==> config.mk <==
export PLATFORM = sky130hd
export DESIGN_NAME = touch_sample_qualifier_flat
export DESIGN_NICKNAME = d
export VERILOG_FILES = /design/src/rtl/core/tsq_pkg.sv /design/src/rtl/core/tsq_sample_if.sv /design/src/rtl/core/tsq_result_if.sv /design/src/rtl/core/tsq_cfg_if.sv /design/src/rtl/core/tsq_step.sv /design/src/rtl/core/touch_sample_qualifier.sv /design/src/flat_wrapper.sv
export SDC_FILE = /design/constraint.sdc
export NUM_CORES = 1
export LEC_CHECK = 0
export BUFFER_PORTS_ARGS = -buffer_cell sky130_fd_sc_hd__buf_4
export CELL_PAD_IN_SITES_DETAIL_PLACEMENT = 1
export CELL_PAD_IN_SITES_GLOBAL_PLACEMENT = 2
export CORE_MARGIN = 8
export CORE_UTILIZATION = 42
export CTS_CLUSTER_SIZE = 30
export DETAILED_ROUTE_END_ITERATION = 7
export GPL_TIMING_DRIVEN = 0
export PLACE_DENSITY = 0.91
export SLEW_MARGIN = 20
export SYNTH_ARGS = -nofsm -noshare
export SYNTH_HDL_FRONTEND = slang
export SYNTH_SLANG_ARGS = --single-unit
==> constraint.sdc <==
create_clock -name i_clk -period 14 [get_ports i_clk]
set_clock_uncertainty 0.05 [all_clocks]
set_input_delay 2.8 -clock i_clk [delete_from_list [all_inputs] [get_ports i_clk]]
set_output_delay 2.8 -clock i_clk [all_outputs]
set_load 0.01 [all_outputs]
==> src/rtl/core/tsq_pkg.sv <==
`timescale 1ns / 1ps
`default_nettype none
// ----------------------------------------------------------------------------
// tsq_pkg: shared types and constants for the touch sample qualifier
// Opcodes, register indexes, window size and the structs passed between
// the top level and the step logic.
// ----------------------------------------------------------------------------
package tsq_pkg;

    localparam int SAMPLES = 8;                       // bounds window length
    localparam int CNT_W   = $clog2(SAMPLES + 1);     // window counter width
    localparam int COORD_W = 16;
    localparam int TOL_W   = 16;
    localparam int OP_W    = 3;
    localparam int CFG_IDX_W = 1;

    localparam logic [TOL_W-1:0] PAIR_TOL_RESET   = TOL_W'(10);
    localparam logic [TOL_W-1:0] SPREAD_TOL_RESET = TOL_W'(4);

    // register indexes
    localparam logic [CFG_IDX_W-1:0] REG_PAIR_TOL   = 1'd0;
    localparam logic [CFG_IDX_W-1:0] REG_SPREAD_TOL = 1'd1;

    // opcodes
    localparam logic [OP_W-1:0] OP_PAIR    = 3'd0;
    localparam logic [OP_W-1:0] OP_SINGLE  = 3'd1;
    localparam logic [OP_W-1:0] OP_RELEASE = 3'd2;
    localparam logic [OP_W-1:0] OP_LPOLL   = 3'd3;
    localparam logic [OP_W-1:0] OP_TPOLL   = 3'd4;

    typedef struct packed {
        logic [OP_W-1:0]           opcode;
        logic signed [COORD_W-1:0] x_first;
        logic signed [COORD_W-1:0] y_first;
        logic signed [COORD_W-1:0] x_second;
        logic signed [COORD_W-1:0] y_second;
    } t_sample;

    // control state, cleared by reset
    typedef struct packed {
        logic signed [COORD_W-1:0] pos_x;
        logic signed [COORD_W-1:0] pos_y;
        logic                      contact;
        logic                      touched;
        logic [CNT_W-1:0]          count;
    } t_state;

    // running bounding box, loaded by the first sample of a window, then widened
    typedef struct packed {
        logic signed [COORD_W-1:0] min_x;
        logic signed [COORD_W-1:0] max_x;
        logic signed [COORD_W-1:0] min_y;
        logic signed [COORD_W-1:0] max_y;
    } t_bounds;

    typedef struct packed {
        logic                      event_flag;
        logic signed [COORD_W-1:0] pos_x;
        logic signed [COORD_W-1:0] pos_y;
        logic                      contact;
    } t_result;

endpackage
`default_nettype wire

==> src/rtl/core/tsq_sample_if.sv <==
`timescale 1ns / 1ps
`default_nettype none
// ----------------------------------------------------------------------------
// tsq_sample_if: sample channel
// valid/ready handshake carrying one touch sample or command.
// ----------------------------------------------------------------------------
interface tsq_sample_if;
    logic                                     valid;
    logic                                     ready;
    logic [tsq_pkg::OP_W-1:0]                 opcode;
    logic signed [tsq_pkg::COORD_W-1:0]       x_first;
    logic signed [tsq_pkg::COORD_W-1:0]       y_first;
    logic signed [tsq_pkg::COORD_W-1:0]       x_second;
    logic signed [tsq_pkg::COORD_W-1:0]       y_second;

    modport source (output valid, opcode, x_first, y_first, x_second, y_second,
                    input ready);
    modport sink   (input valid, opcode, x_first, y_first, x_second, y_second,
                    output ready);
endinterface
`default_nettype wire

==> src/rtl/core/tsq_result_if.sv <==
`timescale 1ns / 1ps
`default_nettype none
// ----------------------------------------------------------------------------
// tsq_result_if: result channel
// valid/ready handshake carrying one result per sample transfer.
// ----------------------------------------------------------------------------
interface tsq_result_if;
    logic                               valid;
    logic                               ready;
    logic                               event_flag;
    logic signed [tsq_pkg::COORD_W-1:0] pos_x;
    logic signed [tsq_pkg::COORD_W-1:0] pos_y;
    logic                               contact;

    modport source (output valid, event_flag, pos_x, pos_y, contact, input ready);
    modport sink   (input valid, event_flag, pos_x, pos_y, contact, output ready);
endinterface
`default_nettype wire

==> src/rtl/core/tsq_cfg_if.sv <==
`timescale 1ns / 1ps
`default_nettype none
// ----------------------------------------------------------------------------
// tsq_cfg_if: configuration write channel
// valid/ready handshake carrying a register index and write data.
// ----------------------------------------------------------------------------
interface tsq_cfg_if;
    logic                             valid;
    logic                             ready;
    logic [tsq_pkg::CFG_IDX_W-1:0]    index;
    logic [tsq_pkg::TOL_W-1:0]        data;

    modport source (output valid, index, data, input ready);
    modport sink   (input valid, index, data, output ready);
endinterface
`default_nettype wire

==> src/rtl/core/tsq_step.sv <==
`timescale 1ns / 1ps
`default_nettype none
// ----------------------------------------------------------------------------
// tsq_step: one-item update logic
// Qualifies a sample, updates position, contact and bounds, answers polls.
// ----------------------------------------------------------------------------
module tsq_step (
    input  wire tsq_pkg::t_sample         i_sample,
    input  wire tsq_pkg::t_state          i_state,
    input  wire tsq_pkg::t_bounds         i_bounds,
    input  wire [tsq_pkg::TOL_W-1:0]      i_pair_tol,
    input  wire [tsq_pkg::TOL_W-1:0]      i_spread_tol,
    output tsq_pkg::t_state               o_state,
    output tsq_pkg::t_bounds              o_bounds,
    output logic                          o_event
);

    localparam int W1 = tsq_pkg::COORD_W + 1;

    logic signed [W1-1:0] dx, dy, adx, ady, sx, sy, sx_adj, sy_adj;
    logic signed [W1-1:0] spr_x, spr_y;
    logic                 pair_ok, spread_ok, full, first;
    logic                 take;
    logic signed [tsq_pkg::COORD_W-1:0] px, py;

    always_comb begin
        // pair test: both |second - first| below tolerance
        dx  = $signed({i_sample.x_second[tsq_pkg::COORD_W-1], i_sample.x_second})
            - $signed({i_sample.x_first[tsq_pkg::COORD_W-1], i_sample.x_first});
        dy  = $signed({i_sample.y_second[tsq_pkg::COORD_W-1], i_sample.y_second})
            - $signed({i_sample.y_first[tsq_pkg::COORD_W-1], i_sample.y_first});
        adx = dx[W1-1] ? -dx : dx;
        ady = dy[W1-1] ? -dy : dy;
        pair_ok = ($unsigned(adx) < {1'b0, i_pair_tol})
               && ($unsigned(ady) < {1'b0, i_pair_tol});

        // average, truncated toward zero
        sx = $signed({i_sample.x_first[tsq_pkg::COORD_W-1], i_sample.x_first})
           + $signed({i_sample.x_second[tsq_pkg::COORD_W-1], i_sample.x_second});
        sy = $signed({i_sample.y_first[tsq_pkg::COORD_W-1], i_sample.y_first})
           + $signed({i_sample.y_second[tsq_pkg::COORD_W-1], i_sample.y_second});
        sx_adj = sx + $signed({{(W1-1){1'b0}}, sx[W1-1]});
        sy_adj = sy + $signed({{(W1-1){1'b0}}, sy[W1-1]});

        full  = (i_state.count >= tsq_pkg::CNT_W'(tsq_pkg::SAMPLES));
        first = (i_state.count == '0);

        spr_x = $signed({i_bounds.max_x[tsq_pkg::COORD_W-1], i_bounds.max_x})
              - $signed({i_bounds.min_x[tsq_pkg::COORD_W-1], i_bounds.min_x});
        spr_y = $signed({i_bounds.max_y[tsq_pkg::COORD_W-1], i_bounds.max_y})
              - $signed({i_bounds.min_y[tsq_pkg::COORD_W-1], i_bounds.min_y});
        spread_ok = ($unsigned(spr_x) < {1'b0, i_spread_tol})
                 && ($unsigned(spr_y) < {1'b0, i_spread_tol});

        take = 1'b0;
        px   = i_sample.x_first;
        py   = i_sample.y_first;
        o_state  = i_state;
        o_bounds = i_bounds;
        o_event  = 1'b0;

        case (i_sample.opcode)
            tsq_pkg::OP_PAIR: begin
                take = pair_ok;
                px   = sx_adj[W1-1:1];
                py   = sy_adj[W1-1:1];
            end
            tsq_pkg::OP_SINGLE: begin
                take = 1'b1;
            end
            tsq_pkg::OP_RELEASE: begin
                o_state.contact = 1'b0;
                o_state.touched = 1'b0;
            end
            tsq_pkg::OP_LPOLL: begin
                if (full) begin
                    o_state.count = '0;
                    if (spread_ok && i_state.contact && !i_state.touched) begin
                        o_state.touched = 1'b1;
                        o_event = 1'b1;
                    end
                end
            end
            tsq_pkg::OP_TPOLL: begin
                if (i_state.contact && !i_state.touched) begin
                    o_state.touched = 1'b1;
                    o_event = 1'b1;
                end
            end
            default: begin
            end
        endcase

        if (take) begin
            o_state.pos_x   = px;
            o_state.pos_y   = py;
            o_state.contact = 1'b1;
            if (!full) begin
                o_state.count = i_state.count + tsq_pkg::CNT_W'(1);
                if (first) begin
                    o_bounds.min_x = px;
                    o_bounds.max_x = px;
                    o_bounds.min_y = py;
                    o_bounds.max_y = py;
                end else begin
                    if (px < i_bounds.min_x) o_bounds.min_x = px;
                    if (px > i_bounds.max_x) o_bounds.max_x = px;
                    if (py < i_bounds.min_y) o_bounds.min_y = py;
                    if (py > i_bounds.max_y) o_bounds.max_y = py;
                end
            end
        end
    end

endmodule
`default_nettype wire

==> src/rtl/core/touch_sample_qualifier.sv <==
`timescale 1ns / 1ps
`default_nettype none
// ----------------------------------------------------------------------------
// touch_sample_qualifier: touch-panel sample qualifier
// Filters pair/single samples, tracks contact and a window bounding box,
// and answers touch and long-press polls.
// ----------------------------------------------------------------------------
// Each sample transfer produces exactly one result transfer. A transfer is
// captured in an input register, processed combinationally by the step logic
// (compares, a 17-bit add per axis, min/max update) and lands in the result
// register once that register is free or draining. While the result side
// does not stall, the block sustains one item per clock. Throughput is set
// by the state feedback loop through the step logic: each item updates
// position, contact, window counter and bounds before the next one is
// processed. The result register decouples the two sides; a stalled result
// holds the input stage, which in turn drops i_sample.ready. Configuration
// writes are always accepted (i_cfg.ready is tied high) and must only be
// issued while idle.
// Bounds registers are not reset; the first sample of each window loads them.
// ----------------------------------------------------------------------------
module touch_sample_qualifier (
    input  wire         i_clk,
    input  wire         i_rst_n,
    tsq_sample_if.sink  i_sample,
    tsq_cfg_if.sink     i_cfg,
    tsq_result_if.source o_result
);

    // configuration
    logic [tsq_pkg::TOL_W-1:0] r_pair_tol, r_spread_tol;

    // input stage
    logic             r_s1_valid;
    tsq_pkg::t_sample r_s1;
    logic             s1_go;

    // block state
    tsq_pkg::t_state  r_state, n_state;
    tsq_pkg::t_bounds r_bounds, n_bounds;
    logic             n_event;

    // result stage
    logic             r_out_valid;
    tsq_pkg::t_result r_out;

    // input stage moves on when the result register is free or draining
    assign s1_go          = r_s1_valid && (!r_out_valid || o_result.ready);
    assign i_sample.ready = !r_s1_valid || s1_go;
    assign i_cfg.ready    = 1'b1;

    // config register writes
    always_ff @(posedge i_clk) begin
        if (!i_rst_n) begin
            r_pair_tol   <= tsq_pkg::PAIR_TOL_RESET;
            r_spread_tol <= tsq_pkg::SPREAD_TOL_RESET;
        end else if (i_cfg.valid) begin
            case (i_cfg.index)
                tsq_pkg::REG_PAIR_TOL:   r_pair_tol   <= i_cfg.data;
                tsq_pkg::REG_SPREAD_TOL: r_spread_tol <= i_cfg.data;
                default: begin
                end
            endcase
        end
    end

    // input register
    always_ff @(posedge i_clk) begin
        if (!i_rst_n) begin
            r_s1_valid <= 1'b0;
        end else if (i_sample.ready) begin
            r_s1_valid <= i_sample.valid;
        end
    end

    always_ff @(posedge i_clk) begin
        if (i_sample.valid && i_sample.ready) begin
            r_s1.opcode   <= i_sample.opcode;
            r_s1.x_first  <= i_sample.x_first;
            r_s1.y_first  <= i_sample.y_first;
            r_s1.x_second <= i_sample.x_second;
            r_s1.y_second <= i_sample.y_second;
        end
    end

    tsq_step u_step (
        .i_sample     (r_s1),
        .i_state      (r_state),
        .i_bounds     (r_bounds),
        .i_pair_tol   (r_pair_tol),
        .i_spread_tol (r_spread_tol),
        .o_state      (n_state),
        .o_bounds     (n_bounds),
        .o_event      (n_event)
    );

    // state commits only when the item moves into the result register
    always_ff @(posedge i_clk) begin
        if (!i_rst_n) begin
            r_state <= '0;
        end else if (s1_go) begin
            r_state <= n_state;
        end
    end

    always_ff @(posedge i_clk) begin
        if (s1_go) begin
            r_bounds <= n_bounds;
        end
    end

    // result register
    always_ff @(posedge i_clk) begin
        if (!i_rst_n) begin
            r_out_valid <= 1'b0;
        end else if (s1_go) begin
            r_out_valid <= 1'b1;
        end else if (o_result.ready) begin
            r_out_valid <= 1'b0;
        end
    end

    always_ff @(posedge i_clk) begin
        if (s1_go) begin
            r_out.event_flag <= n_event;
            r_out.pos_x      <= n_state.pos_x;
            r_out.pos_y      <= n_state.pos_y;
            r_out.contact    <= n_state.contact;
        end
    end

    assign o_result.valid      = r_out_valid;
    assign o_result.event_flag = r_out.event_flag;
    assign o_result.pos_x      = r_out.pos_x;
    assign o_result.pos_y      = r_out.pos_y;
    assign o_result.contact    = r_out.contact;

endmodule
`default_nettype wire
==> src/flat_wrapper.sv <==
// flat-port wrapper written by rule: the top's interface ports become plain ports
module touch_sample_qualifier_flat 
  (i_clk, i_rst_n, i_sample_valid, i_sample_opcode, i_sample_x_first, i_sample_y_first, i_sample_x_second, i_sample_y_second, i_sample_ready, i_cfg_valid, i_cfg_index, i_cfg_data, i_cfg_ready, o_result_valid, o_result_event_flag, o_result_pos_x, o_result_pos_y, o_result_contact, o_result_ready);
  tsq_sample_if i_sample_i ();
  tsq_cfg_if i_cfg_i ();
  tsq_result_if o_result_i ();
  input  wire i_clk;
  input  wire i_rst_n;
  input wire logic [$bits(i_sample_i.valid)-1:0] i_sample_valid;
  input wire logic [$bits(i_sample_i.opcode)-1:0] i_sample_opcode;
  input wire logic [$bits(i_sample_i.x_first)-1:0] i_sample_x_first;
  input wire logic [$bits(i_sample_i.y_first)-1:0] i_sample_y_first;
  input wire logic [$bits(i_sample_i.x_second)-1:0] i_sample_x_second;
  input wire logic [$bits(i_sample_i.y_second)-1:0] i_sample_y_second;
  output wire logic [$bits(i_sample_i.ready)-1:0] i_sample_ready;
  input wire logic [$bits(i_cfg_i.valid)-1:0] i_cfg_valid;
  input wire logic [$bits(i_cfg_i.index)-1:0] i_cfg_index;
  input wire logic [$bits(i_cfg_i.data)-1:0] i_cfg_data;
  output wire logic [$bits(i_cfg_i.ready)-1:0] i_cfg_ready;
  output wire logic [$bits(o_result_i.valid)-1:0] o_result_valid;
  output wire logic [$bits(o_result_i.event_flag)-1:0] o_result_event_flag;
  output wire logic [$bits(o_result_i.pos_x)-1:0] o_result_pos_x;
  output wire logic [$bits(o_result_i.pos_y)-1:0] o_result_pos_y;
  output wire logic [$bits(o_result_i.contact)-1:0] o_result_contact;
  input wire logic [$bits(o_result_i.ready)-1:0] o_result_ready;
  assign i_sample_i.valid = i_sample_valid;
  assign i_sample_i.opcode = i_sample_opcode;
  assign i_sample_i.x_first = i_sample_x_first;
  assign i_sample_i.y_first = i_sample_y_first;
  assign i_sample_i.x_second = i_sample_x_second;
  assign i_sample_i.y_second = i_sample_y_second;
  assign i_sample_ready = i_sample_i.ready;
  assign i_cfg_i.valid = i_cfg_valid;
  assign i_cfg_i.index = i_cfg_index;
  assign i_cfg_i.data = i_cfg_data;
  assign i_cfg_ready = i_cfg_i.ready;
  assign o_result_valid = o_result_i.valid;
  assign o_result_event_flag = o_result_i.event_flag;
  assign o_result_pos_x = o_result_i.pos_x;
  assign o_result_pos_y = o_result_i.pos_y;
  assign o_result_contact = o_result_i.contact;
  assign o_result_i.ready = o_result_ready;
  touch_sample_qualifier u_core (.i_clk(i_clk), .i_rst_n(i_rst_n), .i_sample(i_sample_i), .i_cfg(i_cfg_i), .o_result(o_result_i));
endmodule
; After elaboration in Yosys (flattened, before gate mapping)
; Index checks and enable logic that the tools add are counted.
[totals]
ram_bits = 0
output_inout_bits = 37
elab_cells = 103
rom_bits = 0
latchBits = 0
n_memories = 0
reg_bits = 237
input_bits = 89
[op_classes]
shift = 0
bitwise = 2
n_reduce_logical = 27
mux = 25
multipliers = 0
n_lt_le_gt_ge = 9
addsub = 11
div = 0
eq_ne = 7
[op_table]
columns = operator, n
row1 = $mux W16, 6
row2 = $lt A17 B16 Y1, 4
row3 = $sub A16 B16 Y17, 4
row4 = $mux W64, 1
row5 = $add A16 B16 Y17, 2
row6 = $add A17 B2 Y17, 2
row7 = $mux W17, 2
row8 = $neg A17 Y17, 2
row9 = $mux W33, 1
row10 = $gt A16 B16 Y1, 2
row11 = $lt A16 B16 Y1, 2
row12 = $reduce_and A4 Y1, 4
row13 = $mux W4, 3
row14 = $reduce_bool A2 Y1, 5
row15 = $mux W1, 8
row16 = $logic_and A1 B1 Y1, 7
row17 = $eq A3 B2 Y1 const B, 2
row18 = $ne A2 B2 Y1 const B, 3
row19 = $mux W5, 1
row20 = $reduce_and A5 Y1, 1
row21 = $add A4 B1 Y4 const B, 1
row22 = $ge A4 B4 Y1 const B, 1
row23 = $logic_not A4 Y1, 1
row24 = $pmux W1 S2, 2
row25 = 9 further kinds, 14

; Logic depth before layout (Yosys ltp)
[logic_depth]
ltp_word = 10
depth_mapped = 26
mapped_depth_nobuf = 25

; Modules after synthesis
; Synthesis repeated with hierarchy kept, for this count alone.
[hier_totals]
cells_unflattened = 1970
area_unflattened_um2 = 18552.8
[by_module_without_submodules]
columns = mod, cells_each, area_per_inst_um2, seq_area_each_um2, instances
row1 = tsq_step, 1486, 10796.6, 0.0, 1
row2 = touch_sample_qualifier, 484, 7756.2, 6396.1, 1

; Worst setup path after synthesis
; OpenSTA, ideal clock, no wires.
[synth_timing]
kind = register to register
start = reg u_core.r_s1[16] (netlist bit)
end = reg u_core.r_bounds[0] (netlist bit), enable pin
slack_ns = 7.660
arrival_time_ns = 5.896
setup_ns = 0.394
t_required_ns = 13.556
stages_incl_launch_ff = 23
path_buffers = 1
path_cell_list = edfxtp_1 -> inv_1 -> ha_1 -> fa_1 -> nand2b_2 -> a21oi_2 -> o311ai_2 -> a21oi_1 -> nor3b_1 -> o41ai_1 -> o21ai_0 -> xnor2_1 -> ha_1 -> a21o_1 -> a21o_1 -> a2111oi_0 -> o211ai_1 -> or3_1 -> a41o_2 -> a21oi_4 -> buf_6 -> nand2_1 -> a21oi_1
[synth_via]
elab_chain_cells = 7
[synth_lines]
columns = item, line_no
row1 = "start, declared", touch_sample_qualifier.sv:34  ; tsq_pkg::t_sample r_s1;
row2 = $sub A16 B16 Y17 (*), tsq_step.sv:29  ; - $signed({i_sample.x_first[tsq_pkg::COORD_W-1], i_sample.x_first});
row3 = $neg A17 Y17, tsq_step.sv:32  ; adx = dx[W1-1] ? -dx : dx;
row4 = $mux W17 (*), tsq_step.sv:32
row5 = $lt A17 B16 Y1 (*), tsq_step.sv:34  ; pair_ok = ($unsigned(adx) < {1'b0, i_pair_tol})
row6 = $logic_and A1 B1 Y1 (*), tsq_step.sv:35  ; && ($unsigned(ady) < {1'b0, i_pair_tol});
row7 = $pmux W1 S2 (*), tsq_step.sv:62  ; case (i_sample.opcode)
row8 = $reduce_and A4 Y1 (no line) (*), -
row9 = "end signal, assigned", touch_sample_qualifier.sv:107  ; r_bounds <= n_bounds;
row10 = "end, declared", touch_sample_qualifier.sv:39  ; tsq_pkg::t_bounds r_bounds, n_bounds;
; Every way passes the cells marked *; elsewhere a longest branch is shown, timed or not.
; A chain may end at the register's enable or synchronous reset.

; Final worst setup path
[layout_timing]
start = reg u_core.r_s1[48] (netlist bit)
end = reg u_core.r_bounds[55] (netlist bit), enable pin
[layout_via]
elab_cells_between_ends = 12
[layout_lines]
columns = item, line_no
row1 = $add A16 B16 Y17, tsq_step.sv:39  ; + $signed({i_sample.x_second[tsq_pkg::COORD_W-1], i_sample.x_second});
row2 = $add A17 B2 Y17, tsq_step.sv:42  ; sx_adj = sx + $signed({{(W1-1){1'b0}}, sx[W1-1]});
row3 = $mux W16, tsq_step.sv:62
row4 = "net u_core.u_step.px, one bit", tsq_step.sv:24  ; logic signed [tsq_pkg::COORD_W-1:0] px, py;
row5 = $lt A16 B16 Y1, tsq_step.sv:106  ; if (px < i_bounds.min_x) o_bounds.min_x = px;
row6 = $reduce_bool A2 Y1 (no line), -
row7 = $reduce_and A4 Y1 (no line), -
; The timed path passes the listed nets, and every way through them passes these cells.

==> flow_summary.ini <==
[outcome]
outcome = finished clean

[finish]
final_nets = 2400
final_common_cell = ha_1
fill_cells = 4847
layout-drive-gt1-share_pct = 12.4
final_area_um2 = 20400
diodes = 0
final_cell_mix = ha_1 (224), inv_1 (183), nand2_1 (168)
area_growth_pct = 14.4

[synth]
mappedNetlistArea_um2 = 17900
netlist-cell-type-count = 92
ys_seq_elements = 237
synth_nets = 2244
synth_edf_count = 165
yosysSeqAreaShare_pct = 35.8
syn_area_per_cell_um2 = 9.28
async_reset_ff_share_pct = 0
ys.flop_type = edfxtp_1
yosysWarnings = 0
netlist_instances = 1925

[power_and_ir_drop]
seqPwrFrac_pct = 37.7
p_sw_mw = 0.698
p_total_mw = 2.15
switching_share_pct = 32.4
combPwrFrac_pct = 29.3
p_int_mw = 1.45
peakVddDrop_mv = 0.0870
p_leak_nw = 8.43
p_per_area_nw_per_um2 = 105
clockPowerShare_pct = 33.0

[sta]
slew_headroom_pct = 17.3
fmax_ghz = 0.135
slew_viol_final = 0
grt_setup_unrepaired = false
timing.final.crit_share_pct = 52.9
hold_viol_final = 0
worst_slack_ps = 6600
post-route-min-period_ps = 7400
tns_ps = 0
fin_hold_ws_ps = 410
finalSetupViolations = 0
worstMarginPinSlew_ps = 1230

[die]
start_util_pct = 42.6
die_x_um = 222
core_area_um2 = 41900
rows = 75
die_area_um2 = 49400
pin_count = 126
die_h_um = 222

[setup_path]
cp-end-kind = register
cp.buffers_inverters = 0
reg2reg_slack_ps = 6600
slowest_stage = o21ai_0
cp_max_fo = 16
timing.rr.start = u_core.r_s1[48]
cp.arrival_ps = 7540
worstSetupPathType = register to register
path_cells = ha_1 -> fa_1 -> nand2b_1 -> a221oi_1 -> o311ai_2 -> a21o_1 -> o21ai_0 -> nor2_1 -> ha_1 -> nand2_1 -> nor4_1 -> and3b_1 -> xor2_1 -> o21ai_0 -> ha_1 -> nand4_1 -> nor2_1 -> o21ai_0 -> nand3_1 -> a311oi_1 -> o31a_1
critPathMaxStageDelay_ps = 890
crit-reg2reg-capture = u_core.r_bounds[55]
r2r_cells = 21
startpoint_type = register
critPathTopFamily = compound AO/OA/AOI/OAI gates
required_ps = 14140

[drt]
via_per_inst = 5.63
vias = 14900
wl_met3_um = 2680
wl_met1_um = 23800
dr.pass1.iters = 4
top_layer = met4
wire_per_inst_um = 20.8
drt_wl_total_um = 54900
drc = 0
ant_nets = 0
dr_wl_met2_um = 26900
drtIter0Drc = 698

[hold_path]
hold_path_depth = 2
min_to = u_core.r_spread_tol[14]
min-delay-start = u_core.r_spread_tol[14]
worstHoldPathType = register to register

[clocking]
cts_tree = done
cts.sinks = 237
clk_path_buf_depth = 3
path_clk_slew_ps = 60
cts_root_buffer = clkbuf_16
ctsResizeCount = 0
ctsHoldBuffers = 0
htreeDepth = 1
clk_latency_ps = 570
cts_buffers = 27
cts_setup_buffers = 0

[placement]
postPlaceCellArea_um2 = 19500
hpwlAfterDp_um = 44100
io_buffers = 124
dp_slack_ps = 6620
gp_congestion = 0.898

[global_route]
grt-ovfl-total = 0
grt_max_degree = 36
grt_pass1_vias = 16200
grt_pass1_wl_um = 87600
antenna_found_initial = 0
grt_usage_pct = 21.8

[run]
cap_violations = 0
## flip-flops by register name, indices dropped and copies added (netlist names)
signal	count
u_core.r_state	38
u_core.o_result.contact	1
u_core.o_result.pos_x	16
u_core.o_result.valid	1
u_core.r_spread_tol	16
u_core.r_s1_valid	1
u_core.r_s1	67
u_core.r_pair_tol	16
u_core.o_result.event_flag	1
u_core.o_result.pos_y	16
u_core.r_bounds	64
## cell usage after synthesis, types with 18 or more instances
cell / n / area [um^2]
ha_1: 224 / 2800
inv_1: 184 / 691
nand2_1: 168 / 631
edfxtp_1: 165 / 4950
nor2_1: 165 / 619
a21oi_1: 125 / 626
o21ai_0: 96 / 480
xnor2_1: 73 / 639
dfxtp_1: 72 / 1440
nor3_1: 43 / 215
nand3_1: 40 / 200
clkbuf_1: 39 / 146
o21a_1: 37 / 278
nand2b_1: 35 / 219
mux2i_1: 32 / 320
xor2_1: 31 / 272
nor2b_1: 26 / 163
a21o_1: 24 / 180
mux2_4: 23 / 345
nand4_1: 19 / 119
a211oi_1: 18 / 135
## stage by stage
stage | util, % | instances
after CTS | 48.7 | 2641
after global placement | 46.4 | 2588
after global routing | 48.7 | 2641
final | 48.7 | 2641
after floorplan | - | 1925
after detailed placement | 46.6 | 2591
## metal layers
layer  track usage [%]  vias to the layer above
met3              3.02                       88
met2              38.7                      290
met4              6.71                        0
li1                  -                     7205
met1              27.2                     7284
met5                 0                        -
## worst max path at each step
stage | startpoint | endpoint | slack (ps) | depth (start not counted)
3_3_place_gp | u_core.r_s1[21] | u_core.r_bounds[3] | 5920 | 20
6_report | u_core.r_s1[48] | u_core.r_bounds[55] | 6600 | 21
4_1_cts | u_core.r_s1[48] | u_core.r_bounds[54] | 6540 | 21
3_5_place_dp | u_core.r_s1[48] | u_core.r_bounds[50] | 6620 | 21
5_1_grt | u_core.r_s1[48] | u_core.r_bounds[55] | 6140 | 21
2_1_floorplan | u_core.r_s1[16] | u_core.r_bounds[0] | 7660 | 22
## worst min-delay path, delay by kind of cell, from the launching register on
| kind | cells | cell delay (ps) |
|---|---|---|
| DFF | 1 | 310 |
| and+or+nand+nor | 1 | 50 |
| AOI/OAI and AO/OA | 1 | 50 |
## cell type report
type,instances,area (um^2),share of cell area [%]
Buffer,63,307,1.50
Inverter,186,698,3.42
Timing Repair Buffer,127,977,4.78
Clock inverter,9,63.8,0.312
Clock buffer,41,821,4.02
Tap cell,539,674,3.30
Sequential cell,237,6400,31.3
Multi-Input combinational cell,1439,10500,51.3
## cell families (layout without fill, tap and decap cells)
kind of cell	after synthesis	count (layout)	synth area share, %
AOI/OAI and AO/OA	457	457	17.1
xor gates and xnor gates	105	105	5.19
adders and majority gates	230	230	16.4
buffers and inverters	249	426	5.63
DFF	237	237	35.8
muxes	62	62	4.17
other	1	1	0.0210
and+or+nand+nor	584	584	15.7
## power groups by stage
| stage | registers, mW | clock network, mW | logic (mW) |
|---|---|---|---|
| final | 0.812 | 0.710 | 0.631 |
| after CTS | 0.812 | 0.725 | 0.631 |
| after floorplan | 0.822 | 0 | 0.437 |
| after detailed placement | 0.827 | 0 | 0.625 |
| after global placement | 0.826 | 0 | 0.592 |
| after global routing | 0.815 | 0.749 | 0.702 |
No activity file was read; power rests on OpenSTA's default activity.
